===== src/rtl/dsos_pkg.sv =====
// Package: shared types and constants for the disk seek order scheduler.
`default_nettype none
package dsos_pkg;
    localparam int MAX_REQUESTS_DEF  = 32;
    localparam int CYLINDER_BITS_DEF = 16;
    localparam int IN_CYL_W          = 16;
    localparam int VALUE_W           = 22;
    localparam logic [VALUE_W-1:0] VALUE_MAX = 22'h3FFFFF;
    localparam int CFG_IDX_W         = 2;

    localparam logic [1:0] MODE_FCFS  = 2'd0;
    localparam logic [1:0] MODE_SCAN  = 2'd1;
    localparam logic [1:0] MODE_CSCAN = 2'd2;

    localparam logic [CFG_IDX_W-1:0] REG_MODE = 2'd0;
    localparam logic [CFG_IDX_W-1:0] REG_END  = 2'd1;
    localparam logic [CFG_IDX_W-1:0] REG_HEAD = 2'd2;

    localparam logic KIND_ENTRY = 1'b0;
    localparam logic KIND_TOTAL = 1'b1;

    typedef struct packed {
        logic [IN_CYL_W-1:0] request_cylinder;
        logic                last_request;
    } t_in;

    typedef struct packed {
        logic               item_kind;
        logic [VALUE_W-1:0] item_value;
        logic               last_item;
    } t_out;

    // Datapath commands from the controller.
    typedef struct packed {
        logic store_req;   // write incoming request at fill count
        logic clr_scan;    // start a scan pass: reset index, found flag
        logic rd_issue;    // read store at scan index
        logic scan_eval;   // evaluate read data against the chase key
        logic take_best;   // commit best as next key
        logic fcfs_acc;    // accumulate FCFS step for read data
        logic clr_batch;   // reset fill count, total
        logic [2:0] emit_sel; // what to present on output
    } t_cmd;

    typedef struct packed {
        logic scan_done;   // scan index reached fill count
        logic found;       // a candidate was found in last pass
        logic empty;       // fill count is zero
    } t_sts;

    localparam logic [2:0] EMIT_RD    = 3'd0;
    localparam logic [2:0] EMIT_BEST  = 3'd1;
    localparam logic [2:0] EMIT_ZERO  = 3'd2;
    localparam logic [2:0] EMIT_END   = 3'd3;
    localparam logic [2:0] EMIT_TOTAL = 3'd4;
endpackage
`default_nettype wire


===== src/rtl/disk_seek_order_scheduler.sv =====
// Top level: disk seek order scheduler.
// Channel | Direction | Handshake        | Payload
// in      | input     | valid / stall    | dsos_pkg::t_in
// out     | output    | valid / stall    | dsos_pkg::t_out
// cfg     | input     | valid / ready    | index, data
// Loading takes one request per cycle. After the last request, each sequence entry
// of SCAN or C-SCAN costs one pass over the N stored requests, read one at a time
// through the single read port of the request store; each group change adds an
// empty pass. FCFS emits each entry as it is read, then the total.
// Reset is synchronous and clears control; no item is taken while results drain.
`default_nettype none
module disk_seek_order_scheduler #(
    parameter int MAX_REQUESTS  = dsos_pkg::MAX_REQUESTS_DEF,
    parameter int CYLINDER_BITS = dsos_pkg::CYLINDER_BITS_DEF
) (
    input  wire logic                              i_clk,
    input  wire logic                              i_rst_n,
    input  wire logic                              i_valid,
    output logic                                   o_stall,
    input  wire dsos_pkg::t_in                     i_data,
    output logic                                   o_valid,
    input  wire logic                              i_stall,
    output dsos_pkg::t_out                         o_data,
    input  wire logic                              i_cfg_valid,
    output logic                                   o_cfg_ready,
    input  wire logic [dsos_pkg::CFG_IDX_W-1:0]    i_cfg_index,
    input  wire logic [15:0]                       i_cfg_data
);
    logic [1:0]               r_mode;
    logic [CYLINDER_BITS-1:0] r_end, r_head;
    dsos_pkg::t_cmd cmd;
    dsos_pkg::t_sts sts;
    logic [1:0] phase;

    assign o_cfg_ready = 1'b1;
    always_ff @(posedge i_clk) begin
        if (!i_rst_n) begin
            r_mode <= dsos_pkg::MODE_FCFS;
            r_end  <= CYLINDER_BITS'(65535);
            r_head <= '0;
        end else if (i_cfg_valid) begin
            unique case (i_cfg_index)
                dsos_pkg::REG_MODE: r_mode <= i_cfg_data[1:0];
                dsos_pkg::REG_END:  r_end  <= CYLINDER_BITS'(i_cfg_data);
                dsos_pkg::REG_HEAD: r_head <= CYLINDER_BITS'(i_cfg_data);
                default: ;
            endcase
        end
    end

    dsos_ctrl u_ctrl (
        .i_clk       (i_clk),
        .i_rst_n     (i_rst_n),
        .i_mode      (r_mode),
        .i_in_valid  (i_valid),
        .i_last      (i_data.last_request),
        .i_out_stall (i_stall),
        .i_sts       (sts),
        .o_cmd       (cmd),
        .o_phase     (phase),
        .o_in_stall  (o_stall),
        .o_out_valid (o_valid),
        .o_kind      (o_data.item_kind),
        .o_last      (o_data.last_item)
    );

    dsos_datapath #(.MAX_REQUESTS(MAX_REQUESTS), .CYLINDER_BITS(CYLINDER_BITS)) u_dp (
        .i_clk   (i_clk),
        .i_rst_n (i_rst_n),
        .i_mode  (r_mode),
        .i_end   (r_end),
        .i_head  (r_head),
        .i_req   (CYLINDER_BITS'(i_data.request_cylinder)),
        .i_phase (phase),
        .i_cmd   (cmd),
        .o_sts   (sts),
        .o_value (o_data.item_value)
    );
endmodule
`default_nettype wire


===== src/rtl/dsos_ram.sv =====
// Generic RAM with one write port and one registered read port.
`default_nettype none
module dsos_ram #(
    parameter int WIDTH = 16,
    parameter int DEPTH = 32
) (
    input  wire logic                     i_clk,
    input  wire logic                     i_we,
    input  wire logic [$clog2(DEPTH)-1:0] i_waddr,
    input  wire logic [WIDTH-1:0]         i_wdata,
    input  wire logic [$clog2(DEPTH)-1:0] i_raddr,
    output logic      [WIDTH-1:0]         o_rdata
);
    logic [WIDTH-1:0] r_mem [DEPTH];
    always_ff @(posedge i_clk) begin
        if (i_we) begin
            r_mem[i_waddr] <= i_wdata;
        end
        o_rdata <= r_mem[i_raddr];
    end
endmodule
`default_nettype wire


===== src/rtl/dsos_datapath.sv =====
// Datapath: request store, selection scan, total and output value.
`default_nettype none
module dsos_datapath #(
    parameter int MAX_REQUESTS  = dsos_pkg::MAX_REQUESTS_DEF,
    parameter int CYLINDER_BITS = dsos_pkg::CYLINDER_BITS_DEF
) (
    input  wire logic                               i_clk,
    input  wire logic                               i_rst_n,
    input  wire logic [1:0]                         i_mode,
    input  wire logic [CYLINDER_BITS-1:0]           i_end,
    input  wire logic [CYLINDER_BITS-1:0]           i_head,
    input  wire logic [CYLINDER_BITS-1:0]           i_req,
    input  wire logic [1:0]                         i_phase,
    input  wire dsos_pkg::t_cmd                     i_cmd,
    output dsos_pkg::t_sts                          o_sts,
    output logic [dsos_pkg::VALUE_W-1:0]            o_value
);
    localparam int AW = (MAX_REQUESTS > 1) ? $clog2(MAX_REQUESTS) : 1;
    localparam int CW = $clog2(MAX_REQUESTS + 1);
    localparam int KW = CYLINDER_BITS + CW;
    localparam int VW = dsos_pkg::VALUE_W;

    logic [CW-1:0] r_count, r_idx, r_eidx;
    logic [KW-1:0] r_key, r_best, cand;
    logic          r_found, r_keyv;
    logic [CYLINDER_BITS-1:0] rd, r_pos;
    logic [VW:0] r_total;
    logic [CYLINDER_BITS:0] diff;
    logic ok, better, store_we, in_group;
    logic [AW-1:0] raddr;

    assign store_we = i_cmd.store_req && (i_req < i_end)
                      && (r_count < CW'(MAX_REQUESTS));

    // Hold the read address while the read data is in use.
    assign raddr = i_cmd.rd_issue ? r_idx[AW-1:0] : r_eidx[AW-1:0];

    dsos_ram #(.WIDTH(CYLINDER_BITS), .DEPTH(MAX_REQUESTS)) u_store (
        .i_clk   (i_clk),
        .i_we    (store_we),
        .i_waddr (r_count[AW-1:0]),
        .i_wdata (i_req),
        .i_raddr (raddr),
        .o_rdata (rd)
    );

    // Phase 0: at head; 1: below head; 2: above head. Direction by mode/phase.
    always_comb begin
        unique case (i_phase)
            2'd0:    in_group = (rd == i_head);
            2'd1:    in_group = (rd < i_head);
            default: in_group = (rd > i_head);
        endcase
    end

    // Keys order by value, ties by arrival; SCAN below-head runs descending.
    logic desc;
    assign desc = (i_mode == dsos_pkg::MODE_SCAN) && (i_phase == 2'd1);
    always_comb begin
        if (desc) begin
            cand = {~rd, r_eidx};
        end else begin
            cand = {rd, r_eidx};
        end
    end
    assign ok = in_group && ((cand > r_key) || !r_keyv);
    assign better = !r_found || (cand < r_best);

    always_ff @(posedge i_clk) begin
        if (!i_rst_n) begin
            r_count <= '0;
            r_total <= '0;
            r_keyv  <= 1'b0;
            r_found <= 1'b0;
            r_idx   <= '0;
        end else begin
            if (store_we) begin
                r_count <= r_count + CW'(1);
            end
            if (i_cmd.store_req) begin
                r_pos <= i_head;
            end
            if (i_cmd.rd_issue) begin
                r_idx  <= r_idx + CW'(1);
                r_eidx <= r_idx;
            end
            if (i_cmd.clr_scan) begin
                r_idx   <= '0;
                r_found <= 1'b0;
            end
            if (i_cmd.scan_eval && ok && better) begin
                r_best  <= cand;
                r_found <= 1'b1;
            end
            if (i_cmd.take_best) begin
                r_key  <= r_best;
                r_keyv <= 1'b1;
            end
            if (i_cmd.fcfs_acc) begin
                r_total <= (r_total + (VW+1)'(diff) > (VW+1)'(dsos_pkg::VALUE_MAX))
                           ? (VW+1)'(dsos_pkg::VALUE_MAX) : r_total + (VW+1)'(diff);
                r_pos   <= rd;
            end
            if (i_cmd.clr_batch) begin
                r_count <= '0;
                r_total <= '0;
                r_keyv  <= 1'b0;
            end
            if (i_cmd.clr_scan && !r_found) begin
                r_keyv <= 1'b0;
            end
        end
    end

    assign diff = (rd > r_pos) ? {1'b0, rd - r_pos} : {1'b0, r_pos - rd};

    // Totals for SCAN and C-SCAN need max overall and max below head.
    logic [CYLINDER_BITS-1:0] r_max, r_maxlo;
    always_ff @(posedge i_clk) begin
        if (i_cmd.store_req) begin
            r_max   <= '0;
            r_maxlo <= '0;
        end else if (i_cmd.scan_eval && i_phase == 2'd0) begin
            if (rd > r_max) r_max <= rd;
            if (rd < i_head && rd > r_maxlo) r_maxlo <= rd;
        end
    end

    logic [VW:0] tot;
    always_comb begin
        case (i_mode)
            dsos_pkg::MODE_SCAN:  tot = (VW+1)'(i_head) + (VW+1)'(r_max);
            dsos_pkg::MODE_CSCAN: tot = ((i_end > i_head) ? (VW+1)'(i_end - i_head) : '0)
                                        + (VW+1)'(r_maxlo);
            default:              tot = r_total;
        endcase
    end

    always_comb begin
        case (i_cmd.emit_sel)
            dsos_pkg::EMIT_RD:    o_value = VW'(rd);
            dsos_pkg::EMIT_BEST:  o_value = desc ? VW'(CYLINDER_BITS'(~r_best[KW-1:CW]))
                                                 : VW'(r_best[KW-1:CW]);
            dsos_pkg::EMIT_END:   o_value = VW'(i_end);
            dsos_pkg::EMIT_TOTAL: o_value = (tot > (VW+1)'(dsos_pkg::VALUE_MAX))
                                            ? dsos_pkg::VALUE_MAX : tot[VW-1:0];
            default:              o_value = '0;
        endcase
    end

    assign o_sts.scan_done = (r_idx == r_count);
    assign o_sts.found     = r_found;
    assign o_sts.empty     = (r_count == '0);
endmodule
`default_nettype wire


===== src/rtl/dsos_ctrl.sv =====
// Controller: load, selection passes and result delivery.
`default_nettype none
module dsos_ctrl (
    input  wire logic                 i_clk,
    input  wire logic                 i_rst_n,
    input  wire logic [1:0]           i_mode,
    input  wire logic                 i_in_valid,
    input  wire logic                 i_last,
    input  wire logic                 i_out_stall,
    input  wire dsos_pkg::t_sts       i_sts,
    output dsos_pkg::t_cmd            o_cmd,
    output logic [1:0]                o_phase,
    output logic                      o_in_stall,
    output logic                      o_out_valid,
    output logic                      o_kind,
    output logic                      o_last
);
    localparam logic [2:0] S_LOAD  = 3'd0;
    localparam logic [2:0] S_RD    = 3'd1;
    localparam logic [2:0] S_WAIT  = 3'd2;
    localparam logic [2:0] S_EVAL  = 3'd3;
    localparam logic [2:0] S_EMIT  = 3'd4;
    localparam logic [2:0] S_FIX   = 3'd5;
    localparam logic [2:0] S_TOT   = 3'd6;

    logic [2:0] r_state, n_state;
    logic [1:0] r_phase, n_phase;
    logic [1:0] r_fix, n_fix;   // fixed entries still to emit
    logic       fcfs, in_acc;

    assign fcfs    = !(i_mode == dsos_pkg::MODE_SCAN || i_mode == dsos_pkg::MODE_CSCAN);
    assign o_phase = r_phase;
    assign o_in_stall = (r_state != S_LOAD);
    assign in_acc  = i_in_valid && (r_state == S_LOAD);

    // Phase sequence: 0 at head, then SCAN: 1,fix,2; C-SCAN: 2,fix,1.
    always_comb begin
        n_state = r_state;
        n_phase = r_phase;
        n_fix   = r_fix;
        o_cmd   = '0;
        o_cmd.emit_sel = dsos_pkg::EMIT_BEST;
        o_out_valid = 1'b0;
        o_kind = dsos_pkg::KIND_ENTRY;
        o_last = 1'b0;
        unique case (r_state)
            S_LOAD: begin
                o_cmd.store_req = in_acc;
                if (in_acc && i_last) begin
                    n_state = S_RD;
                    n_phase = 2'd0;
                    o_cmd.clr_scan = 1'b1;
                end
            end
            S_RD: begin
                if (i_sts.scan_done) begin
                    n_state = S_EVAL;
                end else begin
                    o_cmd.rd_issue = 1'b1;
                    n_state = S_WAIT;
                end
            end
            S_WAIT: begin
                if (fcfs) begin
                    o_cmd.emit_sel = dsos_pkg::EMIT_RD;
                    o_out_valid = 1'b1;
                    if (!i_out_stall) begin
                        o_cmd.fcfs_acc = 1'b1;
                        n_state = S_RD;
                    end
                end else begin
                    o_cmd.scan_eval = 1'b1;
                    n_state = S_RD;
                end
            end
            S_EVAL: begin
                if (fcfs) begin
                    n_state = S_TOT;
                end else if (i_sts.found) begin
                    o_cmd.take_best = 1'b1;
                    n_state = S_EMIT;
                end else begin
                    // group exhausted: next phase, fixed entries or total
                    o_cmd.clr_scan = 1'b1;
                    o_cmd.emit_sel = dsos_pkg::EMIT_END;
                    n_state = S_RD;
                    if (r_phase == 2'd0) begin
                        n_phase = (i_mode == dsos_pkg::MODE_SCAN) ? 2'd1 : 2'd2;
                    end else if (r_fix == 2'd0) begin
                        n_fix = (i_mode == dsos_pkg::MODE_SCAN) ? 2'd1 : 2'd2;
                        n_state = S_FIX;
                    end else begin
                        n_state = S_TOT;
                    end
                end
            end
            S_EMIT: begin
                o_out_valid = 1'b1;
                if (!i_out_stall) begin
                    o_cmd.clr_scan = 1'b1;
                    n_state = S_RD;
                end
            end
            S_FIX: begin
                o_out_valid = 1'b1;
                o_cmd.emit_sel = (r_fix == 2'd2) ? dsos_pkg::EMIT_END : dsos_pkg::EMIT_ZERO;
                if (!i_out_stall) begin
                    if (r_fix == 2'd1 || r_fix == 2'd3) begin
                        n_fix = 2'd3;
                        n_phase = (r_phase == 2'd1) ? 2'd2 : 2'd1;
                        o_cmd.clr_scan = 1'b1;
                        n_state = S_RD;
                    end else begin
                        n_fix = 2'd1;
                    end
                end
            end
            default: begin
                o_out_valid = 1'b1;
                o_kind = dsos_pkg::KIND_TOTAL;
                o_last = 1'b1;
                o_cmd.emit_sel = dsos_pkg::EMIT_TOTAL;
                if (!i_out_stall) begin
                    o_cmd.clr_batch = 1'b1;
                    n_state = S_LOAD;
                    n_fix = 2'd0;
                end
            end
        endcase
    end

    always_ff @(posedge i_clk) begin
        if (!i_rst_n) begin
            r_state <= S_LOAD;
            r_phase <= 2'd0;
            r_fix   <= 2'd0;
        end else begin
            r_state <= n_state;
            r_phase <= n_phase;
            r_fix   <= n_fix;
        end
    end

    assert property (@(posedge i_clk) disable iff (!i_rst_n)
        o_last |-> o_out_valid && o_kind == dsos_pkg::KIND_TOTAL)
        else $error("last without total");
    assert property (@(posedge i_clk) disable iff (!i_rst_n)
        o_out_valid |-> o_in_stall)
        else $error("output while loading");
    assert property (@(posedge i_clk) disable iff (!i_rst_n)
        (o_out_valid && i_out_stall) |=> o_out_valid)
        else $error("result dropped under stall");
endmodule
`default_nettype wire


===== config.mk =====
export PLATFORM = sky130hd
export DESIGN_NAME = disk_seek_order_scheduler
export DESIGN_NICKNAME = d
export VERILOG_FILES = /design/src/rtl/dsos_pkg.sv /design/src/rtl/disk_seek_order_scheduler.sv /design/src/rtl/dsos_ram.sv /design/src/rtl/dsos_datapath.sv /design/src/rtl/dsos_ctrl.sv
export SDC_FILE = /design/constraint.sdc
export NUM_CORES = 1
export LEC_CHECK = 0
export ABC_AREA = 1
export BUFFER_PORTS_ARGS = -buffer_cell sky130_fd_sc_hd__buf_2
export CORE_ASPECT_RATIO = 1.2
export CORE_UTILIZATION = 40
export DETAILED_ROUTE_END_ITERATION = 6
export SLEW_MARGIN = 20
export SYNTH_ARGS = -nofsm -noshare
export SYNTH_HDL_FRONTEND = slang
export SYNTH_SLANG_ARGS = --single-unit

===== constraint.sdc =====
create_clock -name i_clk -period 7.9 [get_ports i_clk]
set_clock_uncertainty 0.2 [all_clocks]
set_input_delay 1.185 -clock i_clk [delete_from_list [all_inputs] [get_ports i_clk]]
set_output_delay 1.185 -clock i_clk [all_outputs]
set_load 0.05 [all_outputs]

==> results of run 1 <==
-- path summary, 6_finish.rpt --
kind	from	to	slack, ns	depth (start not counted)
worst min-delay path	u_dp.r_best[12]	u_dp.r_key[12]	0.25	0
worst max register to register	u_dp.u_store.o_rdata[0]	u_dp.r_total[13]	2.29	28
worst max-delay path	r_head[1]	o_data[15]	1.07	28
worst min register to register	u_dp.r_best[12]	u_dp.r_key[12]	0.25	0
-- area by class of cell --
class / count / area, sq um / share of cell area [%]
Antenna cell: 1 / 2.502 / 0.005905
Inverter: 582 / 2186 / 5.158
Timing Repair Buffer: 138 / 923.4 / 2.179
Multi-Input combinational cell: 2867 / 15330 / 36.18
Tap cell: 1250 / 1564 / 3.691
Sequential cell: 704 / 19880 / 46.91
Clock inverter: 40 / 327.8 / 0.7736
Clock buffer: 100 / 2161 / 5.099
-- state kept, by name, summed over array words and instances (netlist names), 2 cells and up --
| register | flops |
|---|---|
| u_dp.u_store.r_mem | 512 |
| u_dp.r_max | 16 |
| u_ctrl.r_state | 3 |
| u_dp.r_best | 22 |
| u_dp.r_pos | 16 |
| r_mode | 2 |
| u_dp.r_maxlo | 16 |
| u_dp.r_eidx | 6 |
| u_dp.r_count | 6 |
| r_end | 16 |
| u_dp.u_store.o_rdata | 16 |
| u_dp.r_key | 22 |
| u_dp.r_idx | 6 |
| u_dp.r_total | 23 |
| u_ctrl.r_fix | 2 |
| r_head | 16 |
| u_ctrl.o_phase | 2 |
-- cell families after synthesis --
family                     Yosys count  share of synthesized area [%]
and+or+nand+nor                   2042                          23.54
other                                1                       0.009807
AOI/OAI and AO/OA                  548                          7.784
buffers and inverters              769                          8.144
DFF                                704                          51.99
adders and majority gates          214                          7.120
xor gates and xnor gates            62                          1.420
-- worst reg2reg max path: cells and delay by family (launching register included) --
kind | cells | cell delay, ns
AO/OA/AOI/OAI | 4 | 0.68
adder cells (fa/ha/maj) | 3 | 1.01
buffers and inverters | 6 | 1.34
flip-flops | 1 | 0.37
AND/OR/NAND/NOR | 15 | 1.91
-- stage by stage --
| step | power, W | utilization (%) | instances | hold WS [ns] | cell area, sq um |
|---|---|---|---|---|---|
| 3_3_place_gp | 0.009660 | 42.35 | 5541 | 0.2271 | 39890 |
| 2_1_floorplan | 0.007928 | - | 4340 | 0.2264 | 38240 |
| 6_report | 0.01323 | 44.99 | 5682 | 0.2480 | 42380 |
| 3_5_place_dp | 0.009666 | 42.35 | 5541 | 0.2323 | 39890 |
| 5_1_grt | 0.01397 | 44.99 | 5681 | 0.2527 | 42370 |
| 4_1_cts | 0.01326 | 44.99 | 5681 | 0.2460 | 42370 |
-- report_power, final --
| group | switching (W) | internal (W) |
|---|---|---|
| clock | 0.00154 | 0.00204 |
| sequential | 0.000105 | 0.00420 |
| combinational | 0.00378 | 0.00155 |
-- layer usage --
metal  up-vias  part of all wire (%)
met5         -                 0.020
met4         4                   4.8
met3       236                   6.1
met2       969                    48
met1     14520                    41
li1      14720                     -
-- layout by cell type, fill, tap and decap left out, types with 12 or more instances in the layout --
master	n
nand2_1	1008
nand3_1	670
edfxtp_1	578
inv_1	569
a21oi_1	248
ha_1	208
o21ai_0	202
nor2_1	196
dfxtp_1	126
clkbuf_16	83
nand3b_1	75
buf_4	69
buf_2	65
xor2_1	49
nor3_1	31
o211ai_1	28
clkinv_1	21
nand4_1	19
clkbuf_1	15
xnor2_1	13
a31oi_1	13
or2_2	12
==> flow_metrics.tcl, run 1 <==
set metrics [dict create \
    setup_violations 0 \
    dp_slack_ns 1.783 \
    max_stage_delay_ns 0.56 \
    routed_wirelength_microns 123000 \
    cts_root_buf "clkbuf_16" \
    drt-initial-drc-count 2482 \
    synth_area_per_cell_sq_um 8.811 \
    slowest_stage "nand2_1" \
    track_usage_pct 25.06 \
    cts_resized 0 \
    status "complete, no violations" \
    hp-class "reg -> reg" \
    arrival_ns 5.45 \
    clk_path_buf_depth 3 \
    holdBufCountCts 0 \
    syn-cell-area_sq_um 38240 \
    async_flop_share_pct 0 \
    die_w_microns 284.3 \
    worst-path-buf-inv 5 \
    cp_top_family "simple AND/OR/NAND/NOR gates" \
    io_pins 67 \
    min_period_ns 6.833 \
    antenna_found_initial 3 \
    cp-end-kind "output pin" \
    use_met2_pct 42.57 \
    ant_nets 0 \
    crit_top_cell "nand2_1" \
    worstPathRequired_ns 6.51 \
    io_buffers 65 \
    synth_top_area_share_pct 45.39 \
    synthTopCellsByArea "edfxtp_1 45%, nand2_1 9.9%, nand3_1 8.8%, ha_1 6.8%, dfxtp_1 6.6%" \
    slew_violations 0 \
    worstSetupStartpointType "register" \
    synth_commonest_cells "1,008 x nand2_1, 670 x nand3_1, 578 x edfxtp_1, 570 x inv_1, 248 x a21oi_1" \
    synth_seq_cells 704 \
    top_usage_layer "met2" \
    max_cap_viol_count 0 \
    clk_latency_ns 0.64 \
    synth_most_common_cell "nand2_1" \
    syn_to_final_growth_pct 10.82 \
    first_pass_iters 5 \
    die_y_microns 340.7 \
    dpl.hpwl_microns 82710 \
    clock_sinks 704 \
    peakVddDrop_mv 0.2148 \
    drive_gt1_share_pct 6.455 \
    slew_headroom_pct 27.89 \
    grt_pass1_wl_microns 183200 \
    fp.coreArea_sq_um 94190 \
    postCtsSetupBuffers 0 \
    dieArea_sq_um 96840 \
    worst_pin_slew_ns 1.082 \
    cts_tree "done" \
    grt_max_degree 201 \
    synthFlopType "edfxtp_1" \
    period_share_pct 86.49 \
    ys_seq_area_share_pct 51.99 \
    max_freq_mhz 146.4 \
    layout.nets 4626 \
    cts_buffers 79 \
    drc 0 \
    leakage_nw 18.08 \
    wire_per_inst_microns 21.65 \
    grt_use_met1_pct 31.50 \
    yosysTopAreaCell "edfxtp_1" \
    vias_per_cell 5.359 \
    setup_ws_ns 1.067 \
    power.density_nw_per_um2 312.2 \
    worst-path-max-fanout 22 \
    yosysUniqueCellTypes 55 \
    n_fill_cell 9181 \
    syn_inst 4340 \
    clk_pin_slew_ns 0.06 \
    rsz0062_at_grt "false" \
    synth.net_count 4594 \
    h-tree-depth 3 \
    fin_setup_tns_ns 0 \
    synth_edf_count 578 \
    ys_warn_count 0 \
    grt_overflow_total 0 \
    num_vias 30450 \
    hold_violations 0 \
    use_met3_pct 3.382 \
    num_rows 123 \
    globalplace.congestion 0.9708 \
    start_util_pct 40.60 \
    grt_pass1_vias 28990 \
    setup.worst_path.class "reg -> out" \
]
Note: power is estimated with default switching activity, not from simulation.
==> run 2: changes to the inputs <==
- PLACE_DENSITY_LB_ADDON: default -> 0.25
==> run 2 against run 1 <==
Total power down 0.28%. Flip-flop and latch count is the same. Largest cell class unchanged. Hold slack improved by 0.00063 ns. Final cell count hardly changed.
==> flow_metrics.tcl, run 2 (synthesis results as in run 1) <==
set metrics [dict create \
    worst_pin_slew_ns 1.057 \
    h-tree-depth 3 \
    cts_buffers 78 \
    vias_per_cell 5.310 \
    cts_resized 0 \
    leakage_nw 18.10 \
    status "complete, no violations" \
    layout_common_cells "1,008 x nand2_1, 670 x nand3_1, 578 x edfxtp_1" \
    max_stage_delay_ns 0.51 \
    grt_pass1_wl_microns 180100 \
    max_freq_mhz 144.9 \
    cts_root_buf "clkbuf_16" \
    slowest_stage "nand2_1" \
    largest_registers "u_dp.u_store.r_mem: 512 flops, u_dp.r_total: 23 flops" \
    dpl.hpwl_microns 80450 \
    die_y_microns 340.7 \
    instances_no_fill 5685 \
    drt-initial-drc-count 2588 \
    worstPathRequired_ns 6.51 \
    rsz0062_at_grt "false" \
    slew_violations 0 \
    track_usage_pct 24.53 \
    arrival_ns 5.52 \
    n_fill_cell 9262 \
    dieArea_sq_um 96840 \
    peakVddDrop_mv 0.1890 \
    syn_to_final_growth_pct 10.89 \
    drive_gt1_share_pct 6.473 \
    power.density_nw_per_um2 311.2 \
    num_vias 30190 \
    wire_per_inst_microns 21.16 \
    fin_setup_tns_ns 0 \
    routed_wirelength_microns 120300 \
    hold_slack_ns 0.2486 \
    final_common_cell "nand2_1" \
    clk_path_buf_depth 3 \
    max_cap_viol_count 0 \
    clock_sinks 704 \
    grt_overflow_total 0 \
    drc 0 \
    globalplace.congestion 1.011 \
    grt_pass1_vias 28720 \
    grt_max_degree 151 \
    min_period_ns 6.904 \
    postCtsSetupBuffers 0 \
    fp.coreArea_sq_um 94190 \
    period_share_pct 87.39 \
    start_util_pct 40.60 \
    first_pass_iters 5 \
    place_inst 5542 \
    clk_pin_slew_ns 0.06 \
    worstSetupStartpointType "register" \
    io_pins 67 \
    cts_tree "done" \
    antenna_found_initial 4 \
    largest_register "u_dp.u_store.r_mem" \
    num_rows 123 \
    hp-class "reg -> reg" \
    clk_latency_ns 0.65 \
    die_w_microns 284.3 \
    hold_violations 0 \
    largest_reg_flops 512 \
    setup_ws_ns 0.9965 \
    slew_headroom_pct 29.30 \
    io_buffers 65 \
    setup.worst_path.class "reg -> out" \
    crit_top_cell "nand2_1" \
    cp-end-kind "output pin" \
    layout.nets 4626 \
    setup_violations 0 \
    dp_slack_ns 1.717 \
    ant_nets 0 \
    holdBufCountCts 0 \
    worst-path-max-fanout 22 \
]
run 2: cell count changes in the layout (fill, tap and decap cells not counted):
cell       delta
clkinv_2      +3
inv_2         -1
clkbuf_16     -2
buf_12        -1
clkinv_4      -3
clkbuf_1      +5
clkbuf_8      -1
clkinv_1      -3
inv_16        +1
bufinv_16     +3
clkinv_8      -1
buf_4         +2
inv_6         +1
run 2: cell type report:
cell class / count / area (sq um) / share of cell area (%)
Sequential cell: 704 / 19880 / 46.88
Multi-Input combinational cell: 2867 / 15330 / 36.16
Inverter: 582 / 2186 / 5.155
Clock buffer: 102 / 2116 / 4.990
Tap cell: 1250 / 1564 / 3.688
Timing Repair Buffer: 139 / 918.4 / 2.166
Clock inverter: 40 / 404.1 / 0.9531
Antenna cell: 1 / 2.502 / 0.005901
run 2: worst max-delay path, delay by kind of cell (launching register included):
| kind | cells | cell delay [ns] |
|---|---|---|
| adders and majority gates | 3 | 0.90 |
| buffers and inverters | 5 | 0.63 |
| and+or+nand+nor | 20 | 2.90 |
| DFF | 1 | 0.41 |
run 2: routing by layer:
metal | track usage (%) | share of wire (%) | up-vias
li1 | - | - | 14700
met1 | 31.33 | 42 | 14390
met2 | 41.41 | 48 | 883
met3 | 3.189 | 5.3 | 214
met4 | 11.08 | 4.7 | 8
met5 | 0 | 0.041 | -
run 2: worst paths after layout:
| kind | startpoint | endpoint | cells past startpoint | slack, ns |
|---|---|---|---|---|
| worst max-delay path | r_head[1] | o_data[7] | 28 | 1.0 |
| worst min-delay path | u_dp.r_best[10] | u_dp.r_key[10] | 0 | 0.25 |
| worst max register to register | u_dp.u_store.o_rdata[6] | u_dp.r_total[11] | 24 | 2.50 |
| worst min register to register | u_dp.r_best[10] | u_dp.r_key[10] | 0 | 0.25 |
run 2: metrics by stage:
stage               total power, W  area, sq um  utilization (%)
floorplan                 0.007928        38240                -
global route               0.01394        42400            45.02
finish                     0.01319        42400            45.02
CTS                        0.01322        42400            45.02
global placement          0.009540        39880            42.34
detailed placement        0.009556        39880            42.34
run 2: report_power, final:
part	total (W)	switching [W]	internal (W)	leakage, nW
clock	0.00365	0.00155	0.00210	1.23
combinational	0.00519	0.00366	0.00153	10.6
sequential	0.00435	0.000153	0.00420	6.24
total	0.0132	0.00536	0.00783	18.1
